### src/binary_boundary_pixel_extract_assert.svh
// ----------------------------------------------------------------------------
// Assertion macros for the boundary pixel extractor
// Concurrent checks that compile to nothing when SYNTH is defined.
// ----------------------------------------------------------------------------
`ifndef BINARY_BOUNDARY_PIXEL_EXTRACT_ASSERT_SVH
`define BINARY_BOUNDARY_PIXEL_EXTRACT_ASSERT_SVH

`ifndef SYNTH
// Same-cycle implication.
`define BBPE_ASSERT_NOW(lbl, clk, rst, ante, cons, msg) \
   lbl: assert property (@(posedge clk) disable iff (rst) (ante) |-> (cons)) \
      else $error(msg);
// Next-cycle implication.
`define BBPE_ASSERT_NEXT(lbl, clk, rst, ante, cons, msg) \
   lbl: assert property (@(posedge clk) disable iff (rst) (ante) |=> (cons)) \
      else $error(msg);
`else
`define BBPE_ASSERT_NOW(lbl, clk, rst, ante, cons, msg)
`define BBPE_ASSERT_NEXT(lbl, clk, rst, ante, cons, msg)
`endif

`endif

### src/bbpe_pkg.sv
// ----------------------------------------------------------------------------
// Boundary pixel extractor package
// Field widths, register reset value and the frame phase type.
// ----------------------------------------------------------------------------
package bbpe_pkg;

   localparam int SIDE_W     = 9;
   localparam int SIDE_LIMIT = (2 ** SIDE_W) - 1;
   localparam int ROW_W      = 8;

   localparam logic [SIDE_W-1:0] SIDE_RESET = 9'd256;

   // Phase of the current frame: first row filling, one extra lag item, reporting.
   typedef enum logic [1:0] {
      ST_FILL,
      ST_LAG,
      ST_RUN
   } phase_type;

endpackage

### src/bbpe_req_if.sv
// ----------------------------------------------------------------------------
// Pixel input channel
// One pixel beat with its drain marker.
// ----------------------------------------------------------------------------
interface bbpe_req_if;
   logic valid;
   logic ready;
   logic pixel_bit;
   logic drain;

   modport source (output valid, output pixel_bit, output drain, input ready);
   modport sink   (input valid, input pixel_bit, input drain, output ready);
endinterface

### src/bbpe_rsp_if.sv
// ----------------------------------------------------------------------------
// Result channel
// One reported position per beat.
// ----------------------------------------------------------------------------
interface bbpe_rsp_if;
   import bbpe_pkg::*;

   logic             valid;
   logic             ready;
   logic [ROW_W-1:0] row_index;
   logic [ROW_W-1:0] col_index;
   logic             is_boundary;
   logic             last_pixel;

   modport source (output valid, output row_index, output col_index,
                   output is_boundary, output last_pixel, input ready);
   modport sink   (input valid, input row_index, input col_index,
                   input is_boundary, input last_pixel, output ready);
endinterface

### src/bbpe_csr_if.sv
// ----------------------------------------------------------------------------
// Configuration write channel
// Carries the image side register.
// ----------------------------------------------------------------------------
interface bbpe_csr_if;
   import bbpe_pkg::*;

   logic              valid;
   logic              ready;
   logic [SIDE_W-1:0] side_size;

   modport source (output valid, output side_size, input ready);
   modport sink   (input valid, input side_size, output ready);
endinterface

### src/binary_boundary_pixel_extract.sv
// ----------------------------------------------------------------------------
// Binary boundary pixel extractor
// Line stores in one synchronous memory, 3x3 window, raster position counters.
// ----------------------------------------------------------------------------
// Throughput: one pixel beat per cycle while the result register is not stalled,
// set by the single read-modify-write of the line memory per beat. The pixel beat
// that completes a window passes the window stage, then the result register; it
// comes side_size+1 beats after the reported pixel. Reset is synchronous; it clears
// counters, phase and handshake state. The line memory is not cleared, since
// every position that reads a never-written entry lies on the image edge.
// ----------------------------------------------------------------------------
`include "binary_boundary_pixel_extract_assert.svh"

module binary_boundary_pixel_extract #(
   parameter int MAX_SIDE = 256
) (
   input  logic              clock,
   input  logic              reset,
   bbpe_req_if.sink          req_bus,
   bbpe_rsp_if.source        rsp_bus,
   bbpe_csr_if.sink          csr_bus
);
   import bbpe_pkg::*;

   localparam int EFF_MAX = (MAX_SIDE < SIDE_LIMIT) ? MAX_SIDE : SIDE_LIMIT;
   localparam int AW      = $clog2(EFF_MAX);
   localparam int IW      = (AW > ROW_W) ? AW : ROW_W;

   // Effective side minus one, with zero taken as one and saturation at the top.
   function automatic logic [AW-1:0] side_m1_of(input logic [SIDE_W-1:0] v);
      logic [AW-1:0] r;
      if (v == '0) begin
         r = '0;
      end else if (int'(v) > EFF_MAX) begin
         r = AW'(EFF_MAX - 1);
      end else begin
         r = AW'(v - 1'b1);
      end
      return r;
   endfunction

   // Entry layout: bit 1 is the pixel one row back, bit 0 two rows back.
   logic [1:0]    line_mem [EFF_MAX];

   logic [AW-1:0] side_m1_ff, side_m1_in;
   phase_type     state_ff, state_in;
   logic [AW-1:0] qc_ff, qc_in;
   logic [AW-1:0] pr_ff, pr_in;
   logic [AW-1:0] pc_ff, pc_in;

   logic          s1_valid_ff, s1_valid_in;
   logic          s1_px_ff;
   logic [AW-1:0] s1_addr_ff;
   logic          s1_emit_ff;
   logic          s1_edge_ff;
   logic          s1_last_ff;
   logic [AW-1:0] s1_row_ff;
   logic [AW-1:0] s1_col_ff;
   logic          s1_fwd_ff;
   logic [1:0]    fwd_data_ff;
   logic [1:0]    rd_data_ff;

   logic [8:0]    win_ff, win_in;

   logic             out_valid_ff, out_valid_in;
   logic [ROW_W-1:0] out_row_ff;
   logic [ROW_W-1:0] out_col_ff;
   logic             out_bnd_ff;
   logic             out_last_ff;

   logic          csr_wr;
   logic          advance;
   logic          req_acc;
   logic          px;
   logic          emit;
   logic          pos_last;
   logic          pos_edge;
   logic          s1_wr;
   logic [1:0]    s1_rd;
   logic [1:0]    wr_data;
   logic [IW-1:0] row_ext;
   logic [IW-1:0] col_ext;

   assign csr_wr        = csr_bus.valid;
   assign csr_bus.ready = 1'b1;

   // The window stage moves whenever the result register is free or draining.
   assign advance       = !s1_valid_ff || !out_valid_ff || rsp_bus.ready;
   assign req_bus.ready = advance;
   assign req_acc       = req_bus.valid && advance;
   assign px            = req_bus.pixel_bit && !req_bus.drain;

   assign pos_last = (pr_ff == side_m1_ff) && (pc_ff == side_m1_ff);
   assign pos_edge = (pr_ff == '0) || (pc_ff == '0) ||
                     (pr_ff == side_m1_ff) || (pc_ff == side_m1_ff);

   // Next phase.
   always_comb begin
      state_in = state_ff;
      if (csr_wr) begin
         state_in = ST_FILL;
      end else if (req_acc) begin
         case (state_ff)
            ST_FILL: begin
               if (qc_ff == side_m1_ff) state_in = ST_LAG;
            end
            ST_LAG: begin
               state_in = ST_RUN;
            end
            ST_RUN: begin
               if (pos_last) state_in = ST_FILL;
            end
            default: begin
               state_in = ST_FILL;
            end
         endcase
      end
   end

   // Phase outputs.
   always_comb begin
      case (state_ff)
         ST_RUN:  emit = 1'b1;
         default: emit = 1'b0;
      endcase
   end

   always_comb begin
      side_m1_in = csr_wr ? side_m1_of(csr_bus.side_size) : side_m1_ff;
      qc_in = qc_ff;
      pr_in = pr_ff;
      pc_in = pc_ff;
      if (csr_wr) begin
         qc_in = '0;
         pr_in = '0;
         pc_in = '0;
      end else if (req_acc) begin
         if (emit && pos_last) begin
            qc_in = '0;
            pr_in = '0;
            pc_in = '0;
         end else begin
            qc_in = (qc_ff == side_m1_ff) ? '0 : qc_ff + 1'b1;
            if (emit) begin
               if (pc_ff == side_m1_ff) begin
                  pc_in = '0;
                  pr_in = pr_ff + 1'b1;
               end else begin
                  pc_in = pc_ff + 1'b1;
               end
            end
         end
      end
   end

   // A beat read in the same cycle as the window stage writes its entry
   // takes the written value instead of the stale read.
   assign s1_rd   = s1_fwd_ff ? fwd_data_ff : rd_data_ff;
   assign s1_wr   = s1_valid_ff && advance;
   assign wr_data = {s1_px_ff, s1_rd[1]};
   assign win_in  = {s1_px_ff, s1_rd[1], s1_rd[0], win_ff[8:3]};

   assign s1_valid_in  = advance ? req_acc : s1_valid_ff;
   assign out_valid_in = s1_wr ? s1_emit_ff : (rsp_bus.ready ? 1'b0 : out_valid_ff);

   assign row_ext = IW'(s1_row_ff);
   assign col_ext = IW'(s1_col_ff);

   always_ff @(posedge clock) begin
      if (req_acc) begin
         rd_data_ff  <= line_mem[qc_ff];
         fwd_data_ff <= wr_data;
      end
      if (s1_wr) begin
         line_mem[s1_addr_ff] <= wr_data;
      end
   end

   always_ff @(posedge clock) begin
      if (reset) begin
         side_m1_ff   <= side_m1_of(SIDE_RESET);
         state_ff     <= ST_FILL;
         qc_ff        <= '0;
         pr_ff        <= '0;
         pc_ff        <= '0;
         s1_valid_ff  <= 1'b0;
         out_valid_ff <= 1'b0;
      end else begin
         side_m1_ff   <= side_m1_in;
         state_ff     <= state_in;
         qc_ff        <= qc_in;
         pr_ff        <= pr_in;
         pc_ff        <= pc_in;
         s1_valid_ff  <= s1_valid_in;
         out_valid_ff <= out_valid_in;
      end
   end

   always_ff @(posedge clock) begin
      if (req_acc) begin
         s1_px_ff   <= px;
         s1_addr_ff <= qc_ff;
         s1_emit_ff <= emit;
         s1_edge_ff <= pos_edge;
         s1_last_ff <= pos_last;
         s1_row_ff  <= pr_ff;
         s1_col_ff  <= pc_ff;
         s1_fwd_ff  <= s1_wr && (s1_addr_ff == qc_ff);
      end
      if (s1_wr) begin
         win_ff <= win_in;
      end
      if (s1_wr && s1_emit_ff) begin
         out_row_ff  <= row_ext[ROW_W-1:0];
         out_col_ff  <= col_ext[ROW_W-1:0];
         out_bnd_ff  <= win_in[4] && (s1_edge_ff || (win_in != 9'h1FF));
         out_last_ff <= s1_last_ff;
      end
   end

   assign rsp_bus.valid       = out_valid_ff;
   assign rsp_bus.row_index   = out_row_ff;
   assign rsp_bus.col_index   = out_col_ff;
   assign rsp_bus.is_boundary = out_bnd_ff;
   assign rsp_bus.last_pixel  = out_last_ff;

   `BBPE_ASSERT_NOW(a_col_in_range, clock, reset, 1'b1, qc_ff <= side_m1_ff,
                    "input column beyond side")
   `BBPE_ASSERT_NOW(a_pos_in_range, clock, reset, state_ff == ST_RUN,
                    (pr_ff <= side_m1_ff) && (pc_ff <= side_m1_ff),
                    "reported position beyond side")
   `BBPE_ASSERT_NEXT(a_frame_wrap, clock, reset, req_acc && emit && pos_last,
                     (state_ff == ST_FILL) && (qc_ff == '0) && (pr_ff == '0),
                     "frame did not restart after last position")
   `BBPE_ASSERT_NEXT(a_stage_hold, clock, reset, s1_valid_ff && !advance,
                     s1_valid_ff && $stable(s1_addr_ff) && $stable(s1_px_ff),
                     "stalled window stage changed")

endmodule

### src/flat_wrapper.sv
// flat-port wrapper written by rule: the top's interface ports become plain ports
module binary_boundary_pixel_extract_flat import bbpe_pkg::*;
#(
   parameter int MAX_SIDE = 256
)
  (clock, reset, req_bus_valid, req_bus_pixel_bit, req_bus_drain, req_bus_ready, rsp_bus_valid, rsp_bus_row_index, rsp_bus_col_index, rsp_bus_is_boundary, rsp_bus_last_pixel, rsp_bus_ready, csr_bus_valid, csr_bus_side_size, csr_bus_ready);
  bbpe_req_if req_bus_i ();
  bbpe_rsp_if rsp_bus_i ();
  bbpe_csr_if csr_bus_i ();
  input  logic clock;
  input  logic reset;
  input wire logic [$bits(req_bus_i.valid)-1:0] req_bus_valid;
  input wire logic [$bits(req_bus_i.pixel_bit)-1:0] req_bus_pixel_bit;
  input wire logic [$bits(req_bus_i.drain)-1:0] req_bus_drain;
  output wire logic [$bits(req_bus_i.ready)-1:0] req_bus_ready;
  output wire logic [$bits(rsp_bus_i.valid)-1:0] rsp_bus_valid;
  output wire logic [$bits(rsp_bus_i.row_index)-1:0] rsp_bus_row_index;
  output wire logic [$bits(rsp_bus_i.col_index)-1:0] rsp_bus_col_index;
  output wire logic [$bits(rsp_bus_i.is_boundary)-1:0] rsp_bus_is_boundary;
  output wire logic [$bits(rsp_bus_i.last_pixel)-1:0] rsp_bus_last_pixel;
  input wire logic [$bits(rsp_bus_i.ready)-1:0] rsp_bus_ready;
  input wire logic [$bits(csr_bus_i.valid)-1:0] csr_bus_valid;
  input wire logic [$bits(csr_bus_i.side_size)-1:0] csr_bus_side_size;
  output wire logic [$bits(csr_bus_i.ready)-1:0] csr_bus_ready;
  assign req_bus_i.valid = req_bus_valid;
  assign req_bus_i.pixel_bit = req_bus_pixel_bit;
  assign req_bus_i.drain = req_bus_drain;
  assign req_bus_ready = req_bus_i.ready;
  assign rsp_bus_valid = rsp_bus_i.valid;
  assign rsp_bus_row_index = rsp_bus_i.row_index;
  assign rsp_bus_col_index = rsp_bus_i.col_index;
  assign rsp_bus_is_boundary = rsp_bus_i.is_boundary;
  assign rsp_bus_last_pixel = rsp_bus_i.last_pixel;
  assign rsp_bus_i.ready = rsp_bus_ready;
  assign csr_bus_i.valid = csr_bus_valid;
  assign csr_bus_i.side_size = csr_bus_side_size;
  assign csr_bus_ready = csr_bus_i.ready;
  binary_boundary_pixel_extract #(.MAX_SIDE(MAX_SIDE)) u_core (.clock(clock), .reset(reset), .req_bus(req_bus_i), .rsp_bus(rsp_bus_i), .csr_bus(csr_bus_i));
endmodule
### config.mk
export PLATFORM = sky130hd
export DESIGN_NAME = binary_boundary_pixel_extract_flat
export DESIGN_NICKNAME = d
export VERILOG_FILES = /design/src/bbpe_pkg.sv /design/src/bbpe_req_if.sv /design/src/bbpe_rsp_if.sv /design/src/bbpe_csr_if.sv /design/src/binary_boundary_pixel_extract.sv /design/src/flat_wrapper.sv
export VERILOG_INCLUDE_DIRS = /design/src /design/src/src
export SDC_FILE = /design/constraint.sdc
export NUM_CORES = 1
export LEC_CHECK = 0
export BUFFER_PORTS_ARGS = -buffer_cell sky130_fd_sc_hd__buf_2
export CAP_MARGIN = 20
export CORE_ASPECT_RATIO = 0.75
export CORE_MARGIN = 2
export CORE_UTILIZATION = 38
export DETAILED_ROUTE_END_ITERATION = 12
export PLACE_DENSITY = 0.64
export SLEW_MARGIN = 20
export SYNTH_ARGS = -nofsm -noshare
export SYNTH_HDL_FRONTEND = slang
export SYNTH_SLANG_ARGS = --single-unit
### constraint.sdc
create_clock -name clock -period 7.1 [get_ports clock]
set_input_delay 1.42 -clock clock [delete_from_list [all_inputs] [get_ports clock]]
set_output_delay 1.42 -clock clock [all_outputs]
set_load 0.01 [all_outputs]
==> flow_summary.toml <==
[run_status]
status = "complete, no violations"

[timing]
finalSetupViolations = 0
rsz0062_at_grt = "no"
fin_ws_ps = 3310
fin_worst_skew_ps = 26.4
period_needed_ps = 3790
slew_violations = 0
hold_viol = 0
tightestPinTransition_ps = 1100
min_period_over_period_pct = 53.3
max_slew_margin_pct = 26.2
tns_ps = 0
fmax_ghz = 0.264

[critical_path]
crit_required_ps = 7420
cp-end-kind = "flop"
crit_path_max_fanout = 82
cpPeakStageDelay_ps = 980
slowest_stage = "dfxtp_4"
path_cells = "buf_12 > mux4_1 > mux2i_1 > mux2i_1 > a211oi_1 > nor3_1 > a31oi_1 > o221ai_1"
path_class = "flop to flop"
cp-start-kind = "flop"
arrival_ps = 4110
crit_family = "flip-flops"
path_buf_inv = 1
cp_common_cell = "mux2i_1"

[yosys]
synth_most_common_cell = "edfxtp_1"
postSynthCellCount = 1515
synth_area_leaders = "edfxtp_1 69%, mux4_2 10%, nor2_1 4.4%, dfxtp_1 2.9%, xor2_1 1.3%"
synth-edff-count = 569
synth_commonest_cells = "569 x edfxtp_1, 295 x nor2_1, 114 x mux4_2"
ys_types = 57
synth_nets = 1538
async_flop_share_pct = 0
syn_area_per_cell_sq_um = 16.5
synth_top_area_cell = "edfxtp_1"
ys_seq_elements = 605
yosys_warnings = 0
ys_seq_area_share_pct = 71.4
synth_flop_cell = "edfxtp_1"
syn_area_sq_um = 24900
synth_top_area_share_pct = 68.6

[global_routing]
grt_max_degree = 158
grt-ovfl-total = 0
grt.total_usage_pct = 16.1
antenna_found_initial = 0
grt_pass1_vias = 13350
grt_pass1_wl_mm = 82.7

[floorplan]
dieArea_sq_um = 67700
die_height_um = 226
core-area_sq_um = 65100
die_w_um = 300
ios = 37
std_cell_rows = 81
floorplan.initialDensity_pct = 38.3

[cts]
cts.sinks = 605
ctsHtreeMaxLevel = 2
cts_hold_buffers = 0
cts.clk_slew.worst_paths_ps = 60
postCtsSetupRepairBufs = 0
cts_resized = 0
cts_buffers = 56
clock_tree.root_cell = "clkbuf_16"
cts_buffer_depth = 3
cts_tree = "built"
clock_latency_ps = 620

[layout]
final_util_pct = 42.5
drive_gt1_share_pct = 16.8
nNetsFinal = 1553
syn_to_final_growth_pct = 10.9

[detailed_routing]
viasPerCell = 5.45
postRouteWirelength_mm = 54.5
routedWlPerCell_um = 22.3
drc = 0
final_antenna_net_count = 0
num_vias = 13339
drtIter0Drc = 1518
firstDrtPassIters = 8

[placement]
post-place-ws_ps = 2880
place.gp.congestion = 0.791
io_buffers = 35
dp_hpwl_mm = 32.5

[power]
total_power_mw = 7.10
power_density_nw_per_um2 = 257
ir_worst_vdd_mv = 0.206
p_leak_nw = 8.24

[flow_run]
cap_viol_max_count = 0

[hold_path]
hp-class = "flop to flop"
## layer usage
layer / track usage (%) / part of all wire [%] / wire (um)
met1: 24.4 / 46 / 25200
met2: 24.1 / 45 / 24400
met3: 3.13 / 7.5 / 4080
met4: 3.40 / 1.6 / 864
met5: 0 / 0 / 0
## flip-flops by register name (all words and copies together), names as in the netlist, 6 cells and up
name / cells
u_core.row_ext: 8
u_core.rsp_bus.row_index: 8
u_core.rsp_bus.col_index: 8
u_core.win_ff: 6
u_core.line_mem: 512
u_core.qc_ff: 8
u_core.s1_addr_ff: 8
u_core.col_ext: 8
u_core.pr_ff: 8
u_core.side_m1_ff: 8
u_core.pc_ff: 8
## cell families (layout without fill, tap and decap cells)
kind of cell | after synthesis | in the layout | share of synthesized area, %
flip-flops | 605 | 605 | 71.4
adder cells (fa/ha/maj) | 7 | 7 | 0.351
other | 1 | 2 | 0.0150
buffers and inverters | 113 | 173 | 2.38
AO/OA/AOI/OAI | 126 | 126 | 3.31
XOR/XNOR | 57 | 57 | 2.00
multiplexers | 151 | 151 | 12.6
AND/OR/NAND/NOR | 455 | 455 | 7.89
## area by class of cell
class | count | area [sq um]
fillers | 5801 | 37400
repair buffers | 58 | 360
clock buffers | 78 | 1550
inverters | 12 | 45.0
well taps | 871 | 1090
multi-input cells | 797 | 6550
clock inverters | 25 | 224
diodes | 1 | 2.50
flip-flops and latches | 605 | 17800
## worst reg2reg max path, stage by stage, from the launching register on
cell	delay, ps
dfxtp_4	980
buf_12	520
mux4_1	630
mux2i_1	200
mux2i_1	100
a211oi_1	490
nor3_1	120
a31oi_1	260
o221ai_1	170
## cell usage in the layout, fill, tap and decap left out, types with 18 or more instances in the layout
cell type,synthesis,routed
edfxtp_1,569,569
nor2_1,295,295
mux4_2,114,114
clkbuf_16,0,58
nand2_1,51,49
a22oi_1,37,37
xor2_1,37,37
buf_2,18,35
a21oi_1,33,33
dfxtp_1,36,32
nand3_1,27,27
buf_4,12,22
o21ai_0,21,21
xnor2_1,20,20
mux2i_1,19,19
nor2b_1,18,18
clkbuf_1,57,18
## stage by stage
| stage | std cells | hold slack, ps | instance area [sq um] |
|---|---|---|---|
| floorplan | 1515 | 400 | 24900 |
| global placement | 2343 | 404 | 25800 |
| detailed placement | 2343 | 406 | 25900 |
| CTS | 2446 | 421 | 27600 |
| global route | 2446 | 424 | 27600 |
| finish | 2447 | 418 | 27600 |
## power by group
group,switching [mW],internal [mW]
registers,0.0264,3.92
clock network,1.29,1.66
logic,0.134,0.0708
## final timing paths
check / cells after the start / endpoint / startpoint / slack (ps)
worst max-delay path: 8 / u_core.rd_data_ff[1] / u_core.qc_ff[1] / 3310
worst min-delay path: 0 / u_core.rsp_bus.row_index[5] / u_core.row_ext[5] / 420
worst max register to register: 8 / u_core.rd_data_ff[1] / u_core.qc_ff[1] / 3310
worst min register to register: 0 / u_core.rsp_bus.row_index[5] / u_core.row_ext[5] / 420
Note: power is estimated with default switching activity, not from simulation.
